**config.mk**
```make
export PLATFORM = sky130hd
export DESIGN_NAME = day_count_basis_difference_flat
export DESIGN_NICKNAME = d
export VERILOG_FILES = /design/src/rtl/dcb_pkg.sv /design/src/rtl/dcb_if.sv /design/src/rtl/dcb_clean.sv /design/src/rtl/dcb_order.sv /design/src/rtl/dcb_basis.sv /design/src/rtl/day_count_basis_difference.sv /design/src/flat_wrapper.sv
export SDC_FILE = /design/constraint.sdc
export NUM_CORES = 2
export LEC_CHECK = 0
export BUFFER_PORTS_ARGS = -buffer_cell sky130_fd_sc_hd__buf_2
export CORE_MARGIN = 1.5
export CORE_UTILIZATION = 58
export DETAILED_ROUTE_END_ITERATION = 10
export HOLD_SLACK_MARGIN = 0.06
export PLACE_DENSITY = 0.75
export RECOVER_POWER = 25
export SLEW_MARGIN = 20
export SYNTH_ARGS = -nofsm -noshare
export SYNTH_HDL_FRONTEND = slang
export SYNTH_SLANG_ARGS = --single-unit
```
**constraint.sdc**
```tcl
create_clock -name clk -period 12.65 [get_ports clk]
set_input_delay 1.265 -clock clk [delete_from_list [all_inputs] [get_ports clk]]
set_output_delay 1.265 -clock clk [all_outputs]
set_load 0.01 [all_outputs]
```
**src/rtl/dcb_pkg.sv**
```systemverilog
// ----------------------------------------------------------------------------
// dcb_pkg
// Shared types, basis codes and calendar tables of the day-count block.
// ----------------------------------------------------------------------------
package dcb_pkg;

  localparam int unsigned YEAR_W  = 14;
  localparam int unsigned MONTH_W = 4;
  localparam int unsigned DAY_W   = 5;
  localparam int unsigned DNUM_W  = 22;  // day number, max 3652059
  localparam int unsigned CNT_W   = 23;  // signed day count

  localparam logic [YEAR_W-1:0]  YEAR_MIN = 14'd1;
  localparam logic [YEAR_W-1:0]  YEAR_MAX = 14'd9999;
  localparam logic [MONTH_W-1:0] MONTH_FEB = 4'd2;
  localparam logic [MONTH_W-1:0] MONTH_DEC = 4'd12;
  localparam logic [DAY_W-1:0]   DAY_ONE  = 5'd1;
  localparam logic [DAY_W-1:0]   DAY_LEAP_FEB = 5'd29;
  localparam logic [DAY_W-1:0]   DAY_30   = 5'd30;
  localparam logic [DAY_W-1:0]   DAY_31   = 5'd31;

  // floor(y / 100) = (y * 5243) >> 19, exact for y < 16384
  localparam logic [12:0] DIV100_MUL   = 13'd5243;
  localparam int unsigned DIV100_SHIFT = 19;
  localparam int unsigned CENT_W       = 7;   // century count, max 99

  typedef enum logic [2:0] {
    OP_US30      = 3'd0,
    OP_ACT_ACT   = 3'd1,
    OP_ACT_360   = 3'd2,
    OP_ACT_365   = 3'd3,
    OP_EURO30    = 3'd4,
    OP_EURO30_PL = 3'd5,
    OP_SYM30     = 3'd6,
    OP_US30_ALT  = 3'd7
  } op_t;

  // Cleaned date plus the terms the later stages need
  typedef struct packed {
    logic [YEAR_W-1:0]  y;
    logic [MONTH_W-1:0] m;
    logic [DAY_W-1:0]   d;
    logic [YEAR_W-1:0]  p;        // y - 1
    logic [CENT_W-1:0]  qp;       // (y - 1) / 100
    logic               leap;
    logic               feb_end;
  } cdate_t;

  typedef struct packed {
    logic s1;
    logic s2;
    logic s3;
    logic s4;
    logic s5;
  } stage_en_t;

  function automatic logic [DAY_W-1:0] month_len(input logic [MONTH_W-1:0] m);
    logic [DAY_W-1:0] n;
    unique case (m)
      4'd2:                   n = 5'd28;
      4'd4, 4'd6, 4'd9, 4'd11: n = 5'd30;
      default:                n = 5'd31;
    endcase
    return n;
  endfunction

  function automatic logic [8:0] month_start(input logic [MONTH_W-1:0] m);
    logic [8:0] s;
    unique case (m)
      4'd2:    s = 9'd31;
      4'd3:    s = 9'd59;
      4'd4:    s = 9'd90;
      4'd5:    s = 9'd120;
      4'd6:    s = 9'd151;
      4'd7:    s = 9'd181;
      4'd8:    s = 9'd212;
      4'd9:    s = 9'd243;
      4'd10:   s = 9'd273;
      4'd11:   s = 9'd304;
      4'd12:   s = 9'd334;
      default: s = 9'd0;
    endcase
    return s;
  endfunction

endpackage

```
**src/rtl/dcb_if.sv**
```systemverilog
// ----------------------------------------------------------------------------
// dcb_in_if / dcb_out_if
// Valid/ready channels carrying date-pair requests and day-count results.
// ----------------------------------------------------------------------------
interface dcb_in_if;
  logic        valid;
  logic        ready;
  logic [13:0] from_year;
  logic [3:0]  from_month;
  logic [4:0]  from_day;
  logic [13:0] to_year;
  logic [3:0]  to_month;
  logic [4:0]  to_day;
  logic [2:0]  op;

  modport source (output valid, from_year, from_month, from_day,
                  to_year, to_month, to_day, op, input ready);
  modport sink   (input valid, from_year, from_month, from_day,
                  to_year, to_month, to_day, op, output ready);
endinterface

interface dcb_out_if;
  logic               valid;
  logic               ready;
  logic signed [22:0] day_count;

  modport source (output valid, day_count, input ready);
  modport sink   (input valid, day_count, output ready);
endinterface

```
**src/rtl/dcb_clean.sv**
```systemverilog
// ----------------------------------------------------------------------------
// dcb_clean
// Two stages: saturate fields and find the century, then leap year and
// day clamp.
// ----------------------------------------------------------------------------
module dcb_clean (
  input  logic                clk,
  input  dcb_pkg::stage_en_t  en,
  input  logic [13:0]         year,
  input  logic [3:0]          month,
  input  logic [4:0]          day,
  output dcb_pkg::cdate_t     date
);

  // stage 1
  logic [13:0] y_sat;
  logic [3:0]  m_sat;
  logic [26:0] prod;
  logic [13:0] y_s1_r;
  logic [3:0]  m_s1_r;
  logic [4:0]  d_s1_r;
  logic [6:0]  qy_s1_r;
  logic [6:0]  qy_nxt;

  always_comb begin
    y_sat = year;
    if (year < dcb_pkg::YEAR_MIN) begin
      y_sat = dcb_pkg::YEAR_MIN;
    end else if (year > dcb_pkg::YEAR_MAX) begin
      y_sat = dcb_pkg::YEAR_MAX;
    end
    m_sat = month;
    if (month == 4'd0) begin
      m_sat = 4'd1;
    end else if (month > dcb_pkg::MONTH_DEC) begin
      m_sat = dcb_pkg::MONTH_DEC;
    end
    prod   = 27'(y_sat) * 27'(dcb_pkg::DIV100_MUL);
    qy_nxt = prod[dcb_pkg::DIV100_SHIFT +: dcb_pkg::CENT_W];
  end

  always_ff @(posedge clk) begin
    if (en.s1) begin
      y_s1_r  <= y_sat;
      m_s1_r  <= m_sat;
      d_s1_r  <= day;
      qy_s1_r <= qy_nxt;
    end
  end

  // stage 2
  logic [13:0]     hund;
  logic            cent_year;
  logic            leap;
  logic [4:0]      dim;
  logic [4:0]      d_cl;
  dcb_pkg::cdate_t date_nxt;
  dcb_pkg::cdate_t date_r;

  always_comb begin
    hund      = 14'(qy_s1_r) * 14'd100;
    cent_year = (y_s1_r == hund);
    leap      = (y_s1_r[1:0] == 2'b00) && (!cent_year || (qy_s1_r[1:0] == 2'b00));
    dim       = dcb_pkg::month_len(m_s1_r);
    if (m_s1_r == dcb_pkg::MONTH_FEB && leap) begin
      dim = dcb_pkg::DAY_LEAP_FEB;
    end
    d_cl = d_s1_r;
    if (d_s1_r == 5'd0) begin
      d_cl = dcb_pkg::DAY_ONE;
    end else if (d_s1_r > dim) begin
      d_cl = dim;
    end
    date_nxt.y       = y_s1_r;
    date_nxt.m       = m_s1_r;
    date_nxt.d       = d_cl;
    date_nxt.p       = y_s1_r - 14'd1;
    date_nxt.qp      = qy_s1_r - 7'(cent_year);  // y on a century: one less
    date_nxt.leap    = leap;
    date_nxt.feb_end = (m_s1_r == dcb_pkg::MONTH_FEB) && (d_cl == dim);
  end

  always_ff @(posedge clk) begin
    if (en.s2) begin
      date_r <= date_nxt;
    end
  end

  assign date = date_r;

endmodule

```
**src/rtl/dcb_order.sv**
```systemverilog
// ----------------------------------------------------------------------------
// dcb_order
// Day numbers of both dates, date order, swap to earlier/later.
// ----------------------------------------------------------------------------
module dcb_order (
  input  logic                clk,
  input  dcb_pkg::stage_en_t  en,
  input  dcb_pkg::cdate_t     from_date,
  input  dcb_pkg::cdate_t     to_date,
  output dcb_pkg::cdate_t     early,
  output dcb_pkg::cdate_t     late,
  output logic [21:0]         dn_early,
  output logic [21:0]         dn_late,
  output logic                neg
);

  function automatic logic [21:0] day_num(input dcb_pkg::cdate_t c);
    logic [21:0] n;
    n = 22'(c.p) * 22'd365 + 22'(c.p >> 2) - 22'(c.qp) + 22'(c.qp >> 2)
      + 22'(dcb_pkg::month_start(c.m)) + 22'(c.d)
      + 22'(c.leap && (c.m > dcb_pkg::MONTH_FEB));
    return n;
  endfunction

  logic            swap;
  logic [21:0]     dn_from;
  logic [21:0]     dn_to;
  dcb_pkg::cdate_t early_r;
  dcb_pkg::cdate_t late_r;
  logic [21:0]     dn_early_r;
  logic [21:0]     dn_late_r;
  logic            neg_r;

  always_comb begin
    dn_from = day_num(from_date);
    dn_to   = day_num(to_date);
    swap    = {from_date.y, from_date.m, from_date.d} > {to_date.y, to_date.m, to_date.d};
  end

  always_ff @(posedge clk) begin
    if (en.s3) begin
      early_r    <= swap ? to_date   : from_date;
      late_r     <= swap ? from_date : to_date;
      dn_early_r <= swap ? dn_to     : dn_from;
      dn_late_r  <= swap ? dn_from   : dn_to;
      neg_r      <= swap;
    end
  end

  assign early    = early_r;
  assign late     = late_r;
  assign dn_early = dn_early_r;
  assign dn_late  = dn_late_r;
  assign neg      = neg_r;

endmodule

```
**src/rtl/dcb_basis.sv**
```systemverilog
// ----------------------------------------------------------------------------
// dcb_basis
// Basis-specific day adjustment and count, then sign and output register.
// ----------------------------------------------------------------------------
module dcb_basis (
  input  logic                clk,
  input  dcb_pkg::stage_en_t  en,
  input  dcb_pkg::op_t        op,
  input  dcb_pkg::cdate_t     early,
  input  dcb_pkg::cdate_t     late,
  input  logic [21:0]         dn_early,
  input  logic [21:0]         dn_late,
  input  logic                neg,
  output logic signed [22:0]  day_count
);

  logic [4:0]  us_d1, us_d2, sym_d1, sym_d2;
  logic [4:0]  d1, d2;
  logic [4:0]  m2;
  logic        us_same;
  logic        use_actual;
  logic [23:0] dy, dm, dd, total;
  logic [22:0] r_nxt;
  logic [22:0] r_r;
  logic        neg_s4_r;
  logic [22:0] out_r;

  always_comb begin
    // US: day 31 start folds, end folds only after a 30/31 start,
    // February month-end start (and end) counts as 30
    us_same = (early.y == late.y) && (early.m == late.m) && (early.d == late.d);
    us_d1   = (early.d == dcb_pkg::DAY_31) ? dcb_pkg::DAY_30 : early.d;
    us_d2   = (late.d == dcb_pkg::DAY_31 && us_d1 == dcb_pkg::DAY_30) ?
              dcb_pkg::DAY_30 : late.d;
    if (early.feb_end) begin
      if (late.feb_end) begin
        us_d2 = dcb_pkg::DAY_30;
      end
      us_d1 = dcb_pkg::DAY_30;
    end

    // symmetric: February month-end on either side first
    sym_d1 = early.feb_end ? dcb_pkg::DAY_30 : early.d;
    sym_d2 = late.feb_end  ? dcb_pkg::DAY_30 : late.d;
    if (sym_d2 == dcb_pkg::DAY_31 && sym_d1 >= dcb_pkg::DAY_30) begin
      sym_d2 = dcb_pkg::DAY_30;
    end
    if (sym_d1 == dcb_pkg::DAY_31) begin
      sym_d1 = dcb_pkg::DAY_30;
    end

    use_actual = 1'b0;
    m2         = 5'(late.m);
    d1         = us_d1;
    d2         = us_d2;
    unique case (op)
      dcb_pkg::OP_ACT_ACT, dcb_pkg::OP_ACT_360, dcb_pkg::OP_ACT_365: begin
        use_actual = 1'b1;
      end
      dcb_pkg::OP_EURO30: begin
        d1 = (early.d == dcb_pkg::DAY_31) ? dcb_pkg::DAY_30 : early.d;
        d2 = (late.d  == dcb_pkg::DAY_31) ? dcb_pkg::DAY_30 : late.d;
      end
      dcb_pkg::OP_EURO30_PL: begin
        d1 = (early.d == dcb_pkg::DAY_31) ? dcb_pkg::DAY_30 : early.d;
        d2 = late.d;
        if (late.d == dcb_pkg::DAY_31) begin
          d2 = dcb_pkg::DAY_ONE;
          m2 = 5'(late.m) + 5'd1;
        end
      end
      dcb_pkg::OP_SYM30: begin
        d1 = sym_d1;
        d2 = sym_d2;
      end
      dcb_pkg::OP_US30, dcb_pkg::OP_US30_ALT: begin
        d1 = us_d1;
        d2 = us_d2;
      end
    endcase

    // two's complement, so unsigned wrap gives the signed sum
    dy    = 24'(late.y) - 24'(early.y);
    dm    = 24'(m2) - 24'(early.m);
    dd    = 24'(d2) - 24'(d1);
    total = dy * 24'd360 + dm * 24'd30 + dd;

    if (use_actual) begin
      r_nxt = 23'(dn_late) - 23'(dn_early);
    end else if (us_same && (op == dcb_pkg::OP_US30 || op == dcb_pkg::OP_US30_ALT)) begin
      r_nxt = '0;
    end else begin
      r_nxt = total[22:0];
    end
  end

  always_ff @(posedge clk) begin
    if (en.s4) begin
      r_r      <= r_nxt;
      neg_s4_r <= neg;
    end
    if (en.s5) begin
      out_r <= neg_s4_r ? (23'd0 - r_r) : r_r;
    end
  end

  assign day_count = $signed(out_r);

endmodule

```
**src/rtl/day_count_basis_difference.sv**
```systemverilog
// Result path: an accepted request passes five register stages, s1 to s5, to result valid.
// Throughput: one request per cycle while the output is not stalled; every stage holds one request.
// The rate is set by the five-stage pipe; per-stage ready lets a stage fill
// whenever the stage after it is empty or moving, so bubbles close up.
// Reset (rst_n low, synchronous) clears all stage valid bits; data is not reset.
// ----------------------------------------------------------------------------
// day_count_basis_difference
// Signed day count between two dates under a 30/360 or actual basis.
// ----------------------------------------------------------------------------
module day_count_basis_difference (
  input  logic          clk,
  input  logic          rst_n,
  dcb_in_if.sink        in_ch,
  dcb_out_if.source     out_ch
);

  // Pipe layout:
  //   s1  saturate year/month, century of year (one 14x13 multiply per date)
  //   s2  leap year, day clamp, last day of February
  //   s3  day numbers of both dates, order compare, swap
  //   s4  basis day adjustment and 360/30/1 weighted sum
  //   s5  negate when swapped, output register

  dcb_pkg::stage_en_t en;
  logic v_s1_r, v_s2_r, v_s3_r, v_s4_r, v_s5_r;
  logic [2:0] op_s1_r, op_s2_r, op_s3_r;

  dcb_pkg::cdate_t from_date, to_date;
  dcb_pkg::cdate_t early, late;
  logic [21:0]     dn_early, dn_late;
  logic            neg;

  // A stage loads when it is empty or its contents move on this edge.
  always_comb begin
    en.s5 = !v_s5_r || out_ch.ready;
    en.s4 = !v_s4_r || en.s5;
    en.s3 = !v_s3_r || en.s4;
    en.s2 = !v_s2_r || en.s3;
    en.s1 = !v_s1_r || en.s2;
  end

  assign in_ch.ready  = en.s1;
  assign out_ch.valid = v_s5_r;

  always_ff @(posedge clk) begin
    if (!rst_n) begin
      v_s1_r <= 1'b0;
      v_s2_r <= 1'b0;
      v_s3_r <= 1'b0;
      v_s4_r <= 1'b0;
      v_s5_r <= 1'b0;
    end else begin
      if (en.s1) begin
        v_s1_r <= in_ch.valid;
      end
      if (en.s2) begin
        v_s2_r <= v_s1_r;
      end
      if (en.s3) begin
        v_s3_r <= v_s2_r;
      end
      if (en.s4) begin
        v_s4_r <= v_s3_r;
      end
      if (en.s5) begin
        v_s5_r <= v_s4_r;
      end
    end
  end

  // basis code rides along until the basis stage
  always_ff @(posedge clk) begin
    if (en.s1) begin
      op_s1_r <= in_ch.op;
    end
    if (en.s2) begin
      op_s2_r <= op_s1_r;
    end
    if (en.s3) begin
      op_s3_r <= op_s2_r;
    end
  end

  dcb_clean u_clean_from (
    .clk   (clk),
    .en    (en),
    .year  (in_ch.from_year),
    .month (in_ch.from_month),
    .day   (in_ch.from_day),
    .date  (from_date)
  );

  dcb_clean u_clean_to (
    .clk   (clk),
    .en    (en),
    .year  (in_ch.to_year),
    .month (in_ch.to_month),
    .day   (in_ch.to_day),
    .date  (to_date)
  );

  dcb_order u_order (
    .clk       (clk),
    .en        (en),
    .from_date (from_date),
    .to_date   (to_date),
    .early     (early),
    .late      (late),
    .dn_early  (dn_early),
    .dn_late   (dn_late),
    .neg       (neg)
  );

  dcb_basis u_basis (
    .clk       (clk),
    .en        (en),
    .op        (dcb_pkg::op_t'(op_s3_r)),
    .early     (early),
    .late      (late),
    .dn_early  (dn_early),
    .dn_late   (dn_late),
    .neg       (neg),
    .day_count (out_ch.day_count)
  );

`ifndef SYNTH
  // full pipe behind a stalled output must refuse new requests
  a_full_stall: assert property (@(posedge clk) disable iff (!rst_n)
    (v_s1_r && v_s2_r && v_s3_r && v_s4_r && v_s5_r && !out_ch.ready) |-> !in_ch.ready)
    else $error("request accepted into a full stalled pipe");

  // an accepted request lands in stage 1
  a_accept_lands: assert property (@(posedge clk) disable iff (!rst_n)
    (in_ch.valid && in_ch.ready) |=> v_s1_r)
    else $error("accepted request lost at stage 1");

  // a taken result with nothing behind it is not shown again
  a_no_repeat: assert property (@(posedge clk) disable iff (!rst_n)
    (out_ch.valid && out_ch.ready && !v_s4_r) |=> !out_ch.valid)
    else $error("result repeated");

  // count stays within the span of the year range
  a_count_range: assert property (@(posedge clk) disable iff (!rst_n)
    out_ch.valid |-> (out_ch.day_count >= -23'sd3652059 &&
                      out_ch.day_count <= 23'sd3652059))
    else $error("day count out of range");
`endif

endmodule
```
**src/flat_wrapper.sv**
```systemverilog
// flat-port wrapper written by rule: the top's interface ports become plain ports
module day_count_basis_difference_flat 
  (clk, rst_n, in_ch_valid, in_ch_from_year, in_ch_from_month, in_ch_from_day, in_ch_to_year, in_ch_to_month, in_ch_to_day, in_ch_op, in_ch_ready, out_ch_valid, out_ch_day_count, out_ch_ready);
  dcb_in_if in_ch_i ();
  dcb_out_if out_ch_i ();
  input  logic clk;
  input  logic rst_n;
  input wire logic [$bits(in_ch_i.valid)-1:0] in_ch_valid;
  input wire logic [$bits(in_ch_i.from_year)-1:0] in_ch_from_year;
  input wire logic [$bits(in_ch_i.from_month)-1:0] in_ch_from_month;
  input wire logic [$bits(in_ch_i.from_day)-1:0] in_ch_from_day;
  input wire logic [$bits(in_ch_i.to_year)-1:0] in_ch_to_year;
  input wire logic [$bits(in_ch_i.to_month)-1:0] in_ch_to_month;
  input wire logic [$bits(in_ch_i.to_day)-1:0] in_ch_to_day;
  input wire logic [$bits(in_ch_i.op)-1:0] in_ch_op;
  output wire logic [$bits(in_ch_i.ready)-1:0] in_ch_ready;
  output wire logic [$bits(out_ch_i.valid)-1:0] out_ch_valid;
  output wire logic [$bits(out_ch_i.day_count)-1:0] out_ch_day_count;
  input wire logic [$bits(out_ch_i.ready)-1:0] out_ch_ready;
  assign in_ch_i.valid = in_ch_valid;
  assign in_ch_i.from_year = in_ch_from_year;
  assign in_ch_i.from_month = in_ch_from_month;
  assign in_ch_i.from_day = in_ch_from_day;
  assign in_ch_i.to_year = in_ch_to_year;
  assign in_ch_i.to_month = in_ch_to_month;
  assign in_ch_i.to_day = in_ch_to_day;
  assign in_ch_i.op = in_ch_op;
  assign in_ch_ready = in_ch_i.ready;
  assign out_ch_valid = out_ch_i.valid;
  assign out_ch_day_count = out_ch_i.day_count;
  assign out_ch_i.ready = out_ch_ready;
  day_count_basis_difference u_core (.clk(clk), .rst_n(rst_n), .in_ch(in_ch_i), .out_ch(out_ch_i));
endmodule
```
==> summary.md <==
| Metric | Value |
|---|---|
| Worst Hold Class | `reg -> reg` |
| DRT antenna net count | `0` |
| Fmax | `123.6 MHz` |
| # rows | `91` |
| Post-synthesis sequential area ratio | `26.33%` |
| FF+latch count, synth | `324` |
| Cells after Synth | `3384` |
| Register area | `9499 um2` |
| RSZ-0062 raised after global routing | `no` |
| Final Hold Viols | `0` |
| Min-Delay Startpoint | `u_core.u_order.neg$_DFFE_PP_` |
| MaxCap Viol Count | `0` |
| GP Congestion | `0.9183` |
| Finished Layout Cells | `4330` |
| Core area | `61600 um2` |
| Final worst path period share | `63.98%` |
| Largest net degree at the start of global routing | `68` |
| CTS Buf Count | `36` |
| Initial antenna violation count | `0` |
| Via/cell ratio | `5.394` |
| Vias in the first global route | `24410` |
| Multi-input gate area | `23900 um2` |
| Iteration-0 DRC count of the detailed router | `1052` |
| CTS resizes | `0` |
| Boundary Pins | `78` |
| Final critical-path required period | `8093 ps` |
| Area fraction of the dominant cell type after synthesis | `25.06%` |
| PortBufs | `77` |
| CP Max Fanout | `14` |
| Skew-Pair Late Insertion Delay | `580 ps` |
| Startpoint types | `flip-flop` |
| Vias post-DR | `23360` |
| Inst Count DP | `4265` |
| Clock root buffer | `clkbuf_16` |
| Clk slew on worst S/H paths | `80 ps` |
| GRT Util Overall | `23.91%` |
| Crit path kind | `reg -> reg` |
| Critical Path AT | `8420 ps` |
| Critical Path Start | `u_core.op_s3_r[1]$_DFFE_PP_` |
| Crit path largest cell delay | `890 ps` |
| First-pass GRT wire length | `121300 um` |
| Slew HR | `8.452%` |
| Layout cells sized above 1 | `6.241%` |
| DRT Wirelength | `73450 um` |
| Postcts setup bufs | `0` |
| Critical path's top delay family | `compound AO/OA/AOI/OAI gates` |
| Slew Limit Fails | `0` |
| Netlist Area Pre-Place | `36070 um2` |
| Async set or reset register ratio after synthesis | `0%` |
| Required @ worst endpoint | `12980 ps` |
| Reg-to-reg startpoint | `u_core.op_s3_r[1]$_DFFE_PP_` |
| Least-Margin Pin Slew | `1370 ps` |
| Clock buffer depth | `3` |
| Synth cell types | `76` |
| Fillers | `4902` |
| Die height | `252.4 um` |
| Final setup violation count | `0` |
| Clock Sinks | `324` |
| Post-DP HPWL | `61620 um` |
| # hold bufs at CTS | `0` |
| Mean post-synth cell area | `10.66 um2` |
| Diodes inserted | `0` |
| Final #Nets | `4501` |
| Syn_nets | `4419` |
| Main synth FF type | `edfxtp_1` |
| Status | `complete, no violations` |
| CTS tree | `yes` |
| Die area | `63700 um2` |
| Most frequent cells after synthesis | `675 x inv_1, 632 x ha_1, 350 x fa_1, 301 x edfxtp_1, 179 x xnor2_1` |
| Cell taking the most area after synthesis | `edfxtp_1` |
| Worst setup EP type | `flip-flop` |
| Number of synthesized flops with an enable pin | `301` |
| Crit-path slowest cell | `a211oi_2` |
| Fin Setup TNS | `0 ps` |
| Area growth syn-to-layout | `6.937%` |
| Top-count cell post-synth | `inv_1` |
| Clk_skew | `31.85 ps` |
| GRT overflow | `0` |
| Drt pass-1 iters | `6` |
| Top post-synthesis cells by area | `edfxtp_1 25%, ha_1 22%, fa_1 19%` |
| YS warnings | `0` |
| Max H-tree Level | `2` |
| Initial Utilization | `58.56%` |
| Avg WL per Cell | `16.96 um` |
| Die Wd | `252.4 um` |
| Residual DRC count | `0` |
| WP buf/inv | `2` |
final timing paths:
path / endpoint / slack [ps] / depth (start not counted)
max: u_core.u_basis.r_r[22]$_DFFE_PP_ / 4560 / 27
min: u_core.u_basis.neg_s4_r$_DFFE_PP_ / 420 / 0
max reg2reg: u_core.u_basis.r_r[22]$_DFFE_PP_ / 4560 / 27
min reg2reg: u_core.u_basis.neg_s4_r$_DFFE_PP_ / 420 / 0
per-stage QoR:
stage	setup slack [ps]	hold slack, ps	util [%]	instance area [um2]
final	4557	418.0	62.63	38580
after global placement	4748	401.7	60.78	37440
after detailed placement	4651	404.5	60.79	37440
after global routing	3923	439.2	62.63	38580
after CTS	4646	418.3	62.66	38600
after floorplan	5615	400.3	-	36070
routing by layer:
layer	GRT usage (%)	part of all wire, %	vias to the layer above
met5	0	0	-
met4	8.896	3.8	0
met3	2.667	3.3	136
met2	41.57	49	400
met1	30.76	44	11290
li1	-	-	11530
state kept, by name, indices dropped and copies added (netlist names), 3 cells and up, named ones only:
| signal | cells |
|---|---|
| u_core.u_order.late | 24 |
| u_core.u_clean_to.y_s1_r | 14 |
| u_core.u_basis.r_r | 23 |
| u_core.u_order.early | 24 |
| u_core.u_basis.day_count | 23 |
| u_core.op_s3_r | 3 |
| u_core.u_clean_from.y_s1_r | 14 |
| u_core.u_clean_to.d_s1_r | 5 |
| u_core.u_clean_from.m_s1_r | 4 |
| u_core.u_order.dn_late | 22 |
| u_core.u_clean_from.qy_s1_r | 7 |
| u_core.u_clean_to.qy_s1_r | 7 |
| u_core.u_clean_from.d_s1_r | 5 |
| u_core.u_clean_to.m_s1_r | 4 |
| u_core.u_clean_from.date | 46 |
| u_core.u_order.dn_early | 22 |
| u_core.op_s2_r | 3 |
| u_core.u_clean_to.date | 46 |
| u_core.op_s1_r | 3 |
cells by family after synthesis:
logic type / Yosys count / share of synthesized area [%]
flops: 324 / 26.33
mux: 81 / 2.445
buf+inv: 718 / 7.534
simple gates: 521 / 7.048
xor+xnor: 266 / 6.458
fa+ha+maj: 982 / 41.34
compound gates: 492 / 8.838
placed cells by master (no fill, tap or decap), types with 12 or more instances in the layout:
| cell | synthesis | final |
|---|---|---|
| clkbuf_16 | 0 | 37 |
| inv_1 | 675 | 674 |
| edfxtp_1 | 301 | 301 |
| xnor2_1 | 179 | 179 |
| o21a_1 | 24 | 24 |
| ha_1 | 632 | 632 |
| nand2b_1 | 28 | 28 |
| or3_1 | 14 | 14 |
| nor4_1 | 18 | 18 |
| o211ai_1 | 12 | 12 |
| a211oi_1 | 17 | 17 |
| nor2_1 | 132 | 132 |
| o22ai_1 | 21 | 20 |
| fa_1 | 350 | 350 |
| nand3_1 | 30 | 30 |
| buf_2 | 9 | 65 |
| nand4_1 | 16 | 16 |
| a21oi_1 | 128 | 128 |
| mux2_2 | 57 | 57 |
| nand2_1 | 151 | 150 |
| a21o_1 | 55 | 55 |
| xor2_1 | 87 | 87 |
| clkbuf_1 | 29 | 19 |
| o21bai_1 | 16 | 16 |
| o21ai_0 | 119 | 119 |
| mux2i_1 | 24 | 24 |
| nor3_1 | 43 | 43 |
| nor2b_1 | 33 | 33 |
| dfxtp_1 | 23 | 23 |
worst register-to-register path, cell delays in order (launching register included):
cell	delay (ps)
edfxtp_1	470
nand3b_1	240
nor3_2	380
mux2_2	410
ha_1	270
nor2b_1	120
o21ai_0	160
nand2b_1	140
a211oi_2	890
inv_1	560
fa_1	670
inv_1	40
ha_1	330
a21oi_1	210
o21bai_1	90
a21oi_1	180
xnor2_1	160
fa_1	440
ha_1	250
or4_1	500
o21ai_0	130
a211oi_1	130
o21bai_1	220
a31oi_1	130
o41ai_1	340
xnor2_1	180
xnor2_1	140
o21ai_1	70
layout make-up:
type	instances	area share (%)
well taps	837	2.715
repair buffers	86	1.135
flip-flops and latches	324	24.62
inverters	676	6.584
clock buffers	44	2.468
multi-input cells	2342	61.95
clock inverters	21	0.5222
Power is left out: the tool's default activity adds up to more than one toggle a clock period on the data nets, which glitch-free logic cannot reach.
